### src/hw/rtl/snc_pkg.sv
// package for the spiral nearest cell search block
// widths, codes and the command/status structs shared by controller, datapath and top
// no dependencies
package snc_pkg;

   localparam int COORD_BITS  = 16;
   localparam int DELTA_BITS  = 16;
   localparam int STEP_BITS   = DELTA_BITS + 1;
   localparam int BUDGET_BITS = 18;
   localparam int CFG_BITS    = 16;
   localparam int DIST_BITS   = 32;
   localparam int SIDE_BITS   = 2;

   localparam int CSR_DATA_BITS = 32;
   localparam int CSR_ADDR_BITS = 3;

   // register index, taken from paddr[2]
   localparam logic CSR_IDX_SEARCH_BUDGET = 1'b0;

   localparam logic [CFG_BITS-1:0] BUDGET_RESET = CFG_BITS'(400);

   localparam logic MODE_START  = 1'b0;
   localparam logic MODE_ANSWER = 1'b1;

   localparam logic KIND_PROBE = 1'b0;
   localparam logic KIND_DONE  = 1'b1;

   localparam logic [SIDE_BITS-1:0] SIDE_POS_X = 2'd0;
   localparam logic [SIDE_BITS-1:0] SIDE_POS_Y = 2'd1;
   localparam logic [SIDE_BITS-1:0] SIDE_NEG_X = 2'd2;
   localparam logic [SIDE_BITS-1:0] SIDE_NEG_Y = 2'd3;

   typedef enum logic [2:0] {
      OUT_PROBE_CENTER,
      OUT_PROBE_STEP,
      OUT_DONE_CENTER,
      OUT_DONE_BEST,
      OUT_DONE_FAIL
   } out_sel_type;

   typedef struct packed {
      logic        load_start;
      logic        ring_first;
      logic        ring_next;
      logic        side_next;
      logic        move;
      logic        record;
      logic        out_load;
      out_sel_type out_sel;
   } snc_cmd_type;

   typedef struct packed {
      logic steps_zero;
      logic side_last;
      logic best_found;
      logic budget_le0;
      logic hit;
      logic out_free;
   } snc_stat_type;

endpackage

### src/hw/rtl/snc_if.sv
// valid/ready channel interfaces for the search requests and responses
// depends on snc_pkg
interface snc_req_if
   import snc_pkg::*;
();
   logic                         valid;
   logic                         ready;
   logic                         mode;
   logic signed [COORD_BITS-1:0] center_x;
   logic signed [COORD_BITS-1:0] center_y;
   logic                         probe_pass;

   modport source (output valid, mode, center_x, center_y, probe_pass, input ready);
   modport sink (input valid, mode, center_x, center_y, probe_pass, output ready);
endinterface

interface snc_rsp_if
   import snc_pkg::*;
();
   logic                         valid;
   logic                         ready;
   logic                         result_kind;
   logic signed [COORD_BITS-1:0] cell_x;
   logic signed [COORD_BITS-1:0] cell_y;
   logic                         success;

   modport source (output valid, result_kind, cell_x, cell_y, success, input ready);
   modport sink (input valid, result_kind, cell_x, cell_y, success, output ready);
endinterface

### src/hw/rtl/snc_datapath.sv
// datapath: ring walk position, incremental squared distance, budget, best cell
// and the response register; driven by snc_ctrl commands. depends on snc_pkg
module snc_datapath
   import snc_pkg::*;
(
   input  logic                         clock,
   input  logic                         reset,
   input  snc_cmd_type                  cmd,
   output snc_stat_type                 stat,
   input  logic signed [COORD_BITS-1:0] center_x,
   input  logic signed [COORD_BITS-1:0] center_y,
   input  logic [CFG_BITS-1:0]          search_budget,
   input  logic                         rsp_ready,
   output logic                         rsp_valid,
   output logic                         rsp_kind,
   output logic signed [COORD_BITS-1:0] rsp_x,
   output logic signed [COORD_BITS-1:0] rsp_y,
   output logic                         rsp_success
);

   logic [COORD_BITS-1:0]         origin_x_ff, origin_x_in;
   logic [COORD_BITS-1:0]         origin_y_ff, origin_y_in;
   logic signed [COORD_BITS-1:0]  off_x_ff, off_x_in;
   logic signed [COORD_BITS-1:0]  off_y_ff, off_y_in;
   logic [DIST_BITS-1:0]          dist_ff, dist_in;
   logic [DELTA_BITS-1:0]         delta_ff, delta_in;
   logic [SIDE_BITS-1:0]          side_ff, side_in;
   logic [STEP_BITS-1:0]          steps_ff, steps_in;
   logic signed [BUDGET_BITS-1:0] budget_ff, budget_in;
   logic [DIST_BITS-1:0]          best_dist_ff, best_dist_in;
   logic [COORD_BITS-1:0]         best_x_ff, best_x_in;
   logic [COORD_BITS-1:0]         best_y_ff, best_y_in;

   logic                          rsp_valid_ff, rsp_valid_in;
   logic                          rsp_kind_ff, rsp_kind_in;
   logic [COORD_BITS-1:0]         rsp_x_ff, rsp_x_in;
   logic [COORD_BITS-1:0]         rsp_y_ff, rsp_y_in;
   logic                          rsp_success_ff, rsp_success_in;

   logic signed [COORD_BITS-1:0]  off_x_move, off_y_move;
   logic [DIST_BITS-1:0]          twice_off;
   logic [DIST_BITS-1:0]          dist_term;
   logic [DIST_BITS-1:0]          dist_move;
   logic [SIDE_BITS-1:0]          side_inc;
   logic [STEP_BITS-1:0]          side_steps;
   logic [DELTA_BITS-1:0]         delta_inc;
   logic [BUDGET_BITS-1:0]        cost_first;
   logic [BUDGET_BITS-1:0]        cost_next;

   // one step along the current side; squared distance follows as d +/- 2*o + 1
   always_comb begin
      off_x_move = off_x_ff;
      off_y_move = off_y_ff;
      twice_off  = '0;
      dist_term  = '0;
      unique case (side_ff)
         SIDE_POS_X: begin
            off_x_move = off_x_ff + COORD_BITS'(1);
            twice_off  = DIST_BITS'({{(DIST_BITS-COORD_BITS){off_x_ff[COORD_BITS-1]}},
                                     off_x_ff} <<< 1);
            dist_term  = twice_off + DIST_BITS'(1);
         end
         SIDE_POS_Y: begin
            off_y_move = off_y_ff + COORD_BITS'(1);
            twice_off  = DIST_BITS'({{(DIST_BITS-COORD_BITS){off_y_ff[COORD_BITS-1]}},
                                     off_y_ff} <<< 1);
            dist_term  = twice_off + DIST_BITS'(1);
         end
         SIDE_NEG_X: begin
            off_x_move = off_x_ff - COORD_BITS'(1);
            twice_off  = DIST_BITS'({{(DIST_BITS-COORD_BITS){off_x_ff[COORD_BITS-1]}},
                                     off_x_ff} <<< 1);
            dist_term  = DIST_BITS'(1) - twice_off;
         end
         default: begin
            off_y_move = off_y_ff - COORD_BITS'(1);
            twice_off  = DIST_BITS'({{(DIST_BITS-COORD_BITS){off_y_ff[COORD_BITS-1]}},
                                     off_y_ff} <<< 1);
            dist_term  = DIST_BITS'(1) - twice_off;
         end
      endcase
      dist_move = dist_ff + dist_term;
   end

   assign side_inc   = side_ff + SIDE_BITS'(1);
   assign side_steps = (side_inc < SIDE_NEG_X) ? {1'b0, delta_ff}
                                               : {1'b0, delta_ff} + STEP_BITS'(1);
   assign delta_inc  = delta_ff + DELTA_BITS'(2);
   assign cost_first = {delta_ff, 2'b10};
   assign cost_next  = {delta_inc, 2'b10};

   assign stat.steps_zero = (steps_ff == '0);
   assign stat.side_last  = (side_ff == SIDE_NEG_Y);
   assign stat.best_found = (best_dist_ff != '0);
   assign stat.budget_le0 = budget_ff[BUDGET_BITS-1] || (budget_ff == '0);
   assign stat.hit        = (best_dist_ff == '0) || (dist_move < best_dist_ff);
   assign stat.out_free   = !rsp_valid_ff || rsp_ready;

   always_comb begin
      origin_x_in  = origin_x_ff;
      origin_y_in  = origin_y_ff;
      off_x_in     = off_x_ff;
      off_y_in     = off_y_ff;
      dist_in      = dist_ff;
      delta_in     = delta_ff;
      side_in      = side_ff;
      steps_in     = steps_ff;
      budget_in    = budget_ff;
      best_dist_in = best_dist_ff;
      best_x_in    = best_x_ff;
      best_y_in    = best_y_ff;

      if (cmd.load_start) begin
         origin_x_in  = center_x;
         origin_y_in  = center_y;
         off_x_in     = '0;
         off_y_in     = '0;
         dist_in      = '0;
         delta_in     = DELTA_BITS'(1);
         side_in      = SIDE_POS_X;
         steps_in     = '0;
         budget_in    = BUDGET_BITS'(search_budget);
         best_dist_in = '0;
         best_x_in    = '0;
         best_y_in    = '0;
      end
      if (cmd.ring_first) begin
         budget_in = budget_ff - signed'(cost_first);
         side_in   = SIDE_POS_X;
         steps_in  = {1'b0, delta_ff};
      end
      if (cmd.ring_next) begin
         delta_in  = delta_inc;
         budget_in = budget_ff - signed'(cost_next);
         side_in   = SIDE_POS_X;
         steps_in  = {1'b0, delta_inc};
      end
      if (cmd.side_next) begin
         side_in  = side_inc;
         steps_in = side_steps;
      end
      if (cmd.move) begin
         off_x_in = off_x_move;
         off_y_in = off_y_move;
         dist_in  = dist_move;
         steps_in = steps_ff - STEP_BITS'(1);
      end
      if (cmd.record) begin
         best_dist_in = dist_ff;
         best_x_in    = origin_x_ff + off_x_ff;
         best_y_in    = origin_y_ff + off_y_ff;
      end
   end

   always_comb begin
      rsp_kind_in    = rsp_kind_ff;
      rsp_x_in       = rsp_x_ff;
      rsp_y_in       = rsp_y_ff;
      rsp_success_in = rsp_success_ff;
      if (cmd.out_load) begin
         unique case (cmd.out_sel)
            OUT_PROBE_CENTER: begin
               rsp_kind_in    = KIND_PROBE;
               rsp_x_in       = center_x;
               rsp_y_in       = center_y;
               rsp_success_in = 1'b0;
            end
            OUT_PROBE_STEP: begin
               rsp_kind_in    = KIND_PROBE;
               rsp_x_in       = origin_x_ff + off_x_move;
               rsp_y_in       = origin_y_ff + off_y_move;
               rsp_success_in = 1'b0;
            end
            OUT_DONE_CENTER: begin
               rsp_kind_in    = KIND_DONE;
               rsp_x_in       = origin_x_ff;
               rsp_y_in       = origin_y_ff;
               rsp_success_in = 1'b1;
            end
            OUT_DONE_BEST: begin
               rsp_kind_in    = KIND_DONE;
               rsp_x_in       = best_x_ff;
               rsp_y_in       = best_y_ff;
               rsp_success_in = 1'b1;
            end
            default: begin
               rsp_kind_in    = KIND_DONE;
               rsp_x_in       = '0;
               rsp_y_in       = '0;
               rsp_success_in = 1'b0;
            end
         endcase
      end
   end

   always_comb begin
      priority if (cmd.out_load) begin
         rsp_valid_in = 1'b1;
      end else if (rsp_ready) begin
         rsp_valid_in = 1'b0;
      end else begin
         rsp_valid_in = rsp_valid_ff;
      end
   end

   always_ff @(posedge clock) begin
      if (reset) begin
         rsp_valid_ff <= 1'b0;
      end else begin
         rsp_valid_ff <= rsp_valid_in;
      end
   end

   always_ff @(posedge clock) begin
      origin_x_ff    <= origin_x_in;
      origin_y_ff    <= origin_y_in;
      off_x_ff       <= off_x_in;
      off_y_ff       <= off_y_in;
      dist_ff        <= dist_in;
      delta_ff       <= delta_in;
      side_ff        <= side_in;
      steps_ff       <= steps_in;
      budget_ff      <= budget_in;
      best_dist_ff   <= best_dist_in;
      best_x_ff      <= best_x_in;
      best_y_ff      <= best_y_in;
      rsp_kind_ff    <= rsp_kind_in;
      rsp_x_ff       <= rsp_x_in;
      rsp_y_ff       <= rsp_y_in;
      rsp_success_ff <= rsp_success_in;
   end

   assign rsp_valid   = rsp_valid_ff;
   assign rsp_kind    = rsp_kind_ff;
   assign rsp_x       = rsp_x_ff;
   assign rsp_y       = rsp_y_ff;
   assign rsp_success = rsp_success_ff;

endmodule

### src/hw/rtl/snc_ctrl.sv
// controller FSM: request decode and the ring walk sequencer, at most one cell per cycle
// while output is free; depends on snc_pkg; drives snc_datapath through snc_cmd_type
module snc_ctrl
   import snc_pkg::*;
(
   input  logic         clock,
   input  logic         reset,
   input  logic         req_valid,
   input  logic         req_mode,
   input  logic         req_pass,
   output logic         req_ready,
   input  snc_stat_type stat,
   output snc_cmd_type  cmd
);

   typedef enum logic [1:0] {
      ST_IDLE,
      ST_WAIT_CENTER,
      ST_WAIT_RING,
      ST_WALK
   } state_type;

   state_type state_ff, state_in;
   logic      accept;

   assign req_ready = (state_ff != ST_WALK) && stat.out_free;
   assign accept    = req_valid && req_ready;

   always_comb begin
      cmd            = '0;
      cmd.out_sel    = OUT_DONE_FAIL;
      state_in       = state_ff;

      if (accept && (req_mode == MODE_START)) begin
         cmd.load_start = 1'b1;
         cmd.out_load   = 1'b1;
         cmd.out_sel    = OUT_PROBE_CENTER;
         state_in       = ST_WAIT_CENTER;
      end else begin
         unique case (state_ff)
            ST_IDLE: begin
               // answers with no search running are dropped
               state_in = ST_IDLE;
            end
            ST_WAIT_CENTER: begin
               if (accept) begin
                  priority if (req_pass) begin
                     cmd.out_load = 1'b1;
                     cmd.out_sel  = OUT_DONE_CENTER;
                     state_in     = ST_IDLE;
                  end else if (stat.budget_le0) begin
                     cmd.out_load = 1'b1;
                     cmd.out_sel  = OUT_DONE_FAIL;
                     state_in     = ST_IDLE;
                  end else begin
                     cmd.ring_first = 1'b1;
                     state_in       = ST_WALK;
                  end
               end
            end
            ST_WAIT_RING: begin
               if (accept) begin
                  cmd.record = req_pass;
                  state_in   = ST_WALK;
               end
            end
            default: begin
               if (stat.out_free) begin
                  if (stat.steps_zero) begin
                     priority if (!stat.side_last) begin
                        cmd.side_next = 1'b1;
                     end else if (stat.best_found) begin
                        cmd.out_load = 1'b1;
                        cmd.out_sel  = OUT_DONE_BEST;
                        state_in     = ST_IDLE;
                     end else if (stat.budget_le0) begin
                        cmd.out_load = 1'b1;
                        cmd.out_sel  = OUT_DONE_FAIL;
                        state_in     = ST_IDLE;
                     end else begin
                        cmd.ring_next = 1'b1;
                     end
                  end else begin
                     cmd.move = 1'b1;
                     // cells no closer than the best pass are skipped silently
                     if (stat.hit) begin
                        cmd.out_load = 1'b1;
                        cmd.out_sel  = OUT_PROBE_STEP;
                        state_in     = ST_WAIT_RING;
                     end
                  end
               end
            end
         endcase
      end
   end

   always_ff @(posedge clock) begin
      if (reset) begin
         state_ff <= ST_IDLE;
      end else begin
         state_ff <= state_in;
      end
   end

endmodule

### src/hw/rtl/spiral_nearest_cell_search.sv
// Spiral nearest cell search. A start transfer (mode 0) gives a center cell and the
// block answers in the next cycle with a probe for that cell. Each answer transfer
// (mode 1) carries pass/fail for the last probe; the walk sequencer then steps
// outward over square rings, one cell or one side/ring turn per clock while the
// response output is free, skipping cells no closer than the best pass so far,
// until it emits the next probe or the finished result. The search_budget register
// (byte address 0, reset 400) limits the rings; each ring costs 4*delta+2.
// Coordinates wrap at 16 bits. Write the register only while no search is in
// flight. Answers with no search running are dropped.
module spiral_nearest_cell_search
   import snc_pkg::*;
(
   input  logic                     clock,
   input  logic                     reset,
   snc_req_if.sink                  req_bus,
   snc_rsp_if.source                rsp_bus,
   input  logic                     csr_psel,
   input  logic                     csr_penable,
   input  logic                     csr_pwrite,
   input  logic [CSR_ADDR_BITS-1:0] csr_paddr,
   input  logic [CSR_DATA_BITS-1:0] csr_pwdata,
   output logic [CSR_DATA_BITS-1:0] csr_prdata,
   output logic                     csr_pready
);

   logic [CFG_BITS-1:0] search_budget_ff, search_budget_in;
   logic                csr_write;
   logic                budget_hit;
   snc_cmd_type         cmd;
   snc_stat_type        stat;

   assign csr_pready = 1'b1;
   assign budget_hit = (csr_paddr[2] == CSR_IDX_SEARCH_BUDGET);
   assign csr_write  = csr_psel && csr_penable && csr_pwrite && csr_pready;

   assign search_budget_in = (csr_write && budget_hit) ? csr_pwdata[CFG_BITS-1:0]
                                                       : search_budget_ff;
   assign csr_prdata = budget_hit ? CSR_DATA_BITS'(search_budget_ff) : '0;

   always_ff @(posedge clock) begin
      if (reset) begin
         search_budget_ff <= BUDGET_RESET;
      end else begin
         search_budget_ff <= search_budget_in;
      end
   end

   snc_ctrl u_ctrl (
      .clock     (clock),
      .reset     (reset),
      .req_valid (req_bus.valid),
      .req_mode  (req_bus.mode),
      .req_pass  (req_bus.probe_pass),
      .req_ready (req_bus.ready),
      .stat      (stat),
      .cmd       (cmd)
   );

   snc_datapath u_datapath (
      .clock         (clock),
      .reset         (reset),
      .cmd           (cmd),
      .stat          (stat),
      .center_x      (req_bus.center_x),
      .center_y      (req_bus.center_y),
      .search_budget (search_budget_ff),
      .rsp_ready     (rsp_bus.ready),
      .rsp_valid     (rsp_bus.valid),
      .rsp_kind      (rsp_bus.result_kind),
      .rsp_x         (rsp_bus.cell_x),
      .rsp_y         (rsp_bus.cell_y),
      .rsp_success   (rsp_bus.success)
   );

endmodule
### src/flat_wrapper.sv
// flat-port wrapper written by rule: the top's interface ports become plain ports
module spiral_nearest_cell_search_flat import snc_pkg::*;
  (clock, reset, csr_psel, csr_penable, csr_pwrite, csr_paddr, csr_pwdata, csr_prdata, csr_pready, req_bus_valid, req_bus_mode, req_bus_center_x, req_bus_center_y, req_bus_probe_pass, req_bus_ready, rsp_bus_valid, rsp_bus_result_kind, rsp_bus_cell_x, rsp_bus_cell_y, rsp_bus_success, rsp_bus_ready);
  snc_req_if req_bus_i ();
  snc_rsp_if rsp_bus_i ();
  input  logic clock;
  input  logic reset;
  input  logic csr_psel;
  input  logic csr_penable;
  input  logic csr_pwrite;
  input  logic [CSR_ADDR_BITS-1:0] csr_paddr;
  input  logic [CSR_DATA_BITS-1:0] csr_pwdata;
  output logic [CSR_DATA_BITS-1:0] csr_prdata;
  output logic csr_pready;
  input wire logic [$bits(req_bus_i.valid)-1:0] req_bus_valid;
  input wire logic [$bits(req_bus_i.mode)-1:0] req_bus_mode;
  input wire logic [$bits(req_bus_i.center_x)-1:0] req_bus_center_x;
  input wire logic [$bits(req_bus_i.center_y)-1:0] req_bus_center_y;
  input wire logic [$bits(req_bus_i.probe_pass)-1:0] req_bus_probe_pass;
  output wire logic [$bits(req_bus_i.ready)-1:0] req_bus_ready;
  output wire logic [$bits(rsp_bus_i.valid)-1:0] rsp_bus_valid;
  output wire logic [$bits(rsp_bus_i.result_kind)-1:0] rsp_bus_result_kind;
  output wire logic [$bits(rsp_bus_i.cell_x)-1:0] rsp_bus_cell_x;
  output wire logic [$bits(rsp_bus_i.cell_y)-1:0] rsp_bus_cell_y;
  output wire logic [$bits(rsp_bus_i.success)-1:0] rsp_bus_success;
  input wire logic [$bits(rsp_bus_i.ready)-1:0] rsp_bus_ready;
  assign req_bus_i.valid = req_bus_valid;
  assign req_bus_i.mode = req_bus_mode;
  assign req_bus_i.center_x = req_bus_center_x;
  assign req_bus_i.center_y = req_bus_center_y;
  assign req_bus_i.probe_pass = req_bus_probe_pass;
  assign req_bus_ready = req_bus_i.ready;
  assign rsp_bus_valid = rsp_bus_i.valid;
  assign rsp_bus_result_kind = rsp_bus_i.result_kind;
  assign rsp_bus_cell_x = rsp_bus_i.cell_x;
  assign rsp_bus_cell_y = rsp_bus_i.cell_y;
  assign rsp_bus_success = rsp_bus_i.success;
  assign rsp_bus_i.ready = rsp_bus_ready;
  spiral_nearest_cell_search u_core (.clock(clock), .reset(reset), .req_bus(req_bus_i), .rsp_bus(rsp_bus_i), .csr_psel(csr_psel), .csr_penable(csr_penable), .csr_pwrite(csr_pwrite), .csr_paddr(csr_paddr), .csr_pwdata(csr_pwdata), .csr_prdata(csr_prdata), .csr_pready(csr_pready));
endmodule
### config.mk
export PLATFORM = sky130hd
export DESIGN_NAME = spiral_nearest_cell_search_flat
export DESIGN_NICKNAME = d
export VERILOG_FILES = /design/src/hw/rtl/snc_pkg.sv /design/src/hw/rtl/snc_if.sv /design/src/hw/rtl/snc_datapath.sv /design/src/hw/rtl/snc_ctrl.sv /design/src/hw/rtl/spiral_nearest_cell_search.sv /design/src/flat_wrapper.sv
export SDC_FILE = /design/constraint.sdc
export NUM_CORES = 1
export LEC_CHECK = 0
export CAP_MARGIN = 30
export CORE_MARGIN = 10
export CORE_UTILIZATION = 70
export CTS_CLUSTER_SIZE = 14
export DETAILED_ROUTE_END_ITERATION = 16
export DONT_BUFFER_PORTS = 1
export PLACE_DENSITY = 0.95
export SETUP_SLACK_MARGIN = 0.4
export SYNTH_ARGS = -nofsm -noshare
export SYNTH_HDL_FRONTEND = slang
export SYNTH_HIERARCHICAL = 1
export SYNTH_SLANG_ARGS = --single-unit
### constraint.sdc
create_clock -name clock -period 15.7 [get_ports clock]
set_input_delay 4.71 -clock clock [delete_from_list [all_inputs] [get_ports clock]]
set_output_delay 4.71 -clock clock [all_outputs]
set_load 0.01 [all_outputs]
# [After elaboration in Yosys (flattened, before gate mapping)]
# Cells that the tools add are included.
[totals] output_inout_bits=69 ff_bits=266 input_bits=76 word_cells=166
[op_classes] addsub=19 n_bitwise=2 n_reduce_logical=36 n_eq_ne=17 muxes=70 n_lt_le_gt_ge=2
[op_table] op="2-to-1 mux 16 bit" count=8
[op_table] op="case mux 16 bit (4 select lines)" count=2
[op_table] op="2-to-1 mux 17 bit" count=6
[op_table] op="2-to-1 mux 32 bit" count=3
[op_table] op="case mux 32 bit (3 select lines)" count=1
[op_table] op="adder 16 bit" count=4
[op_table] op="case mux 16 bit (2 select lines)" count=2
[op_table] op="2-to-1 mux 18 bit" count=3
[op_table] op="adder 16 x 2 -> 16 bit (second input constant)" count=3
[op_table] op="adder 17 x 2 -> 18 bit (second input constant)" count=2
[op_table] op="2-to-1 mux 4 bit" count=9
[op_table] op="subtractor 18 bit" count=2
[op_table] op="subtractor 2 x 17 -> 18 bit (first input constant)" count=2
[op_table] op="adder 32 bit" count=1
[op_table] op="zero test 32 bit" count=1
[op_table] op="< comparator 32 bit" count=1
[op_table] op="nonzero test 32 bit" count=1
[op_table] op="subtractor 16 x 2 -> 16 bit (second input constant)" count=2
[op_table] op="2-to-1 mux 2 bit" count=15
[op_table] op="zero test 18 bit" count=1
[op_table] op="adder 16 x 1 -> 17 bit (second input constant)" count=1
[op_table] op="zero test 17 bit" count=1
[op_table] op="subtractor 17 x 1 -> 17 bit (second input constant)" count=1
[op_table] op="2-to-1 mux 1 bit" count=16
[op_table] op="29 further kinds" count=58

# [Depth between registers and ports, before layout]
[logic_depth] depth_word=13 depth_mapped=42 depth_no_buf=37

# [Hierarchy]
# The synthesis kept the hierarchy.
[modules_own_cells] mod="snc_datapath" n_inst=1 cells_each=2054 area_each_um2=19806.5 seq_area_each_um2=7407.1
[modules_own_cells] mod="spiral_nearest_cell_search" n_inst=1 cells_each=106 area_each_um2=972.2 seq_area_each_um2=320.3
[modules_own_cells] mod="snc_ctrl" n_inst=1 cells_each=54 area_each_um2=379.1 seq_area_each_um2=40.0

# [Worst setup path before layout]
# No wires, ideal clock.
[synth_timing] kind="flip-flop to flip-flop" startpoint="register u_core.u_datapath.side_ff[0]" endpoint="register u_core.u_datapath.rsp_kind_ff, in the netlist u_core/u_datapath/rsp_kind (enable)" setup_ns=0.479 t_arrival_ns=9.676 slack_ns=5.545 path_stages_with_launch=37 t_required_ns=15.221 n_path_buf=4 path_cell_list="edfxtp_1 > inv_1 > ha_1 > buf_2 > buf_2 > buf_1 > buf_1 > mux2i_1 > ha_1 > o21ai_1 > or4_4 > or3_1 > a21oi_1 > a21oi_1 > o21ai_1 > ha_1 > a21o_1 > a21o_1 > a21oi_1 > o21bai_1 > a21o_1 > nor3_1 > nor2_1 > a311o_1 > and2_1 > ha_1 > a21o_1 > a21o_1 > a21oi_1 > nor2b_1 > o21ai_0 > nand2b_1 > a21oi_1 > nor2b_1 > o31ai_1 > mux2i_1 > o31ai_1"
[synth_lines] item="start: declaration" line="snc_datapath.sv:27" rtl="logic [SIDE_BITS-1:0] side_ff, side_in;"
[synth_lines] item="start signal: assignment" line="snc_datapath.sv:221" rtl="side_ff <= side_in;"
[synth_lines] item="end signal: assignment" line="snc_datapath.sv:227" rtl="rsp_kind_ff <= rsp_kind_in;"
[synth_lines] item="end: declaration" line="snc_datapath.sv:35" rtl="logic rsp_kind_ff, rsp_kind_in;"

# [Worst setup path after layout]
[layout_timing] startpoint="input port rsp_bus_ready" endpoint="output port req_bus_ready"
[layout_via] elab_chain_cells=2
[layout_lines] item="start: declaration" line="flat_wrapper.sv:26" rtl="input wire logic [$bits(rsp_bus_i.ready)-1:0] rsp_bus_ready;"
[layout_lines] item="logical OR 1 bit" line="snc_datapath.sv:97" rtl="assign stat.out_free = !rsp_valid_ff || rsp_ready;"
[layout_lines] item="logical AND 1 bit" line="snc_ctrl.sv:26" rtl="assign req_ready = (state_ff != ST_WALK) && stat.out_free;"
[layout_lines] item="end: declaration" line="flat_wrapper.sv:20" rtl="output wire logic [$bits(req_bus_i.ready)-1:0] req_bus_ready;"
# Every way passes these cells.

==> impl_metrics.py <==
metrics = {
    "status": {
        "status": "complete, no violations",
    },
    "cts": {
        "cts_root_buffer": "clkbuf_16",
        "cts_buffer_depth": 3,
        "post_cts_buffers": 0,
        "clock-sinks": 265,
        "cts.clk_slew.worst_paths_ns": 0.06,
        "clk_latency_ns": 0.58,
        "hold_buffers": 0,
        "htreeDepth": 1,
        "ctsResizeCount": 0,
        "cts_tree": "yes",
        "cts-buffers-inserted": 30,
    },
    "synthesis": {
        "synth_flop_cell": "edfxtp_1",
        "synth_cell_type_count": 94,
        "synth_top_family_by_area": "simple AND/OR/NAND/NOR gates",
        "synth_edf_count": 246,
        "synth_xor_xnor_area_share_pct": 6.990,
        "synth_cells": 2214,
        "synthSimpleGateAreaFrac_pct": 18.49,
        "synthMuxAreaShare_pct": 5.109,
        "synthAdderAreaFrac_pct": 11.92,
        "synth_seq_cells": 265,
        "async_flop_share_pct": 0,
        "syn_avg_cell_area_um2": 9.556,
        "yosysWarnings": 6,
        "synth_area_mm2": 0.02116,
        "synth_compound_area_share_pct": 16.29,
        "synth_seq_area_share_pct": 36.71,
    },
    "critical_path": {
        "crit_chain": "nand2b_1 > inv_1 > nor2_1",
        "critPathTopFamily": "simple AND/OR/NAND/NOR gates",
        "cp_slowest_stage_delay_ns": 0.30,
        "worst_ep_arrival_time_ns": 5.39,
        "cp_max_fo": 6,
        "critPathSlowestCell": "nor2_1",
        "crit_buf_inv": 1,
        "worst_setup_path_end_kind": "output pin",
        "crit_type": "in -> out",
        "cp-start-kind": "primary input",
        "r2r_slack_ns": 5.81,
        "crit_required_ns": 10.99,
    },
    "route": {
        "drc": 0,
        "antenna_left": 0,
        "avgViaCountPerCell": 6.904,
        "drt_iter0_drc": 1977,
        "wl_um": 57600,
        "vias": 17860,
        "first_pass_iters": 11,
        "wl_per_cell_um": 22.27,
    },
    "sta": {
        "post-route-period-util_pct": 64.31,
        "slew_headroom_pct": 33.73,
        "rsz0062_at_grt": "false",
        "fin_crit_ns": 10.10,
        "skew_ns": 0.01832,
        "slew_violations": 0,
        "fmax_mhz": 99.04,
        "finalHoldViolCount": 0,
        "setup_viol": 0,
        "setup_tns_ns": 0,
        "worst_pin_slew_ns": 0.9940,
    },
    "global_route": {
        "busiest_layer": "met2",
        "track_usage_pct": 28.99,
        "antenna_found_initial": 1,
        "gr-total-overflow": 0,
        "grt_max_degree": 89,
        "met1_usage_pct": 33.88,
        "met2_usage_pct": 49.81,
        "use_met3_pct": 5.878,
        "grt_pass1_wl_um": 91970,
        "first_global_vias": 18180,
    },
    "flow_run": {
        "cap_violations": 0,
    },
    "power": {
        "power.leakage_nw": 8.714,
        "power_density_mw_per_mm2": 125.3,
        "vdd_drop_max_uv": 92.34,
    },
    "floorplan": {
        "fp-row-count": 63,
        "fp.coreArea_mm2": 0.02972,
        "die_height_um": 193.9,
        "pin_count": 145,
        "die_area_mm2": 0.03758,
        "initial_utilization_pct": 71.20,
        "die_x_um": 193.9,
    },
    "final_layout": {
        "layout_common_cells": "edfxtp_1 (246), ha_1 (192), a21oi_1 (164)",
        "drive_above_1_share_pct": 6.469,
        "instances_no_fill": 2586,
        "fin_nets": 2446,
        "final_common_cell": "edfxtp_1",
        "syn2layout_area_growth_pct": 5.766,
    },
    "place": {
        "globalplace.congestion": 0.9525,
        "port_buffers": 0,
        "hpwl_um": 40500,
        "dpl.cell_count": 2528,
    },
    "hold_path": {
        "hold_class": "reg -> reg",
    },
}
stage by stage:
step,cell area [um2],utilization [%],hold slack (ns),setup slack (ns),power (W)
global route,22380,75.30,0.5351,5.162,0.002943
floorplan,21210,-,0.4525,5.545,0.001792
global placement,21370,71.92,0.4667,5.632,0.001995
detailed placement,21380,71.93,0.4869,5.619,0.002070
finish,22380,75.30,0.4957,5.603,0.002804
CTS,22320,75.12,0.4943,5.609,0.002767
worst paths after layout:
path | from | endpoint | depth (start not counted)
worst max register to register | u_core/u_datapath/side_ff[0] | u_core/u_datapath/rsp_y[12] | 39
worst max-delay path | rsp_bus_ready | req_bus_ready | 3
worst min register to register | u_core/search_budget_ff[3] | u_core/search_budget_ff[3] | 2
worst min-delay path | u_core/search_budget_ff[3] | u_core/search_budget_ff[3] | 2
power by group:
group          internal, W  leakage, nW  switching [W]
combinational     0.000451         5.73       0.000680
clock             0.000390        0.467       0.000300
sequential        0.000890         2.52      0.0000920
layout make-up:
cell class	count	area, um2
sequential	265	7767
antenna	1	2.502
fill	1823	7340
tap	390	488.0
multi-input combinational	1741	12570
clock buffer	34	787.0
clock inverter	21	158.9
inverter	117	439.2
timing repair buffer	17	162.7
per-layer routing:
layer | up-vias | wire (um)
met5 | - | 0
met4 | 0 | 2824
met3 | 301 | 5938
met2 | 1230 | 27830
met1 | 8335 | 21010
li1 | 7989 | -
logic make-up (layout without fill, tap and decap cells):
kind of cell,Yosys count,count (layout)
other,2,18
adder cells (fa/ha/maj),198,198
flip-flops,265,265
AND/OR/NAND/NOR,732,732
buffers and inverters,223,189
multiplexers,84,84
AO/OA/AOI/OAI,545,545
XOR/XNOR,165,165
flip-flops by register name (all words and copies together), names as in the netlist, 16 cells and up:
name	count
u_core/u_datapath/budget_ff	18
u_core/u_datapath/dist_ff	32
u_core/u_datapath/best_x_ff	16
u_core/u_datapath/origin_x_ff	16
u_core/u_datapath/best_y_ff	16
u_core/u_datapath/off_x_ff	16
u_core/search_budget_ff	16
u_core/u_datapath/rsp_y	16
u_core/u_datapath/off_y_ff	16
u_core/u_datapath/rsp_x	16
u_core/u_datapath/origin_y_ff	16
u_core/u_datapath/steps_ff	17
u_core/u_datapath/best_dist_ff	32
tightest hold or removal path, cell delays in order (launching register included):
cell and delay [ns]:
dfxtp_1 0.32, nand2b_1 0.07, mux2i_1 0.06
synthesized netlist by cell type (34+ instances only):
cell	n	share of area [%]
nor3_1	47	1.1
nand2_1	104	1.8
a21oi_1	166	3.9
nor2_1	166	2.9
inv_1	112	2.0
edfxtp_1	246	35
and2_1	125	3.7
nand2b_1	53	1.6
mux2i_1	57	2.7
a21o_1	39	1.4
nand3_1	43	1.0
clkbuf_1	70	1.2
nor2b_1	38	1.1
o21ai_0	119	2.8
xor2_1	34	1.4
ha_1	192	11
xnor2_1	129	5.3
Power figures use the tool's default switching activity.
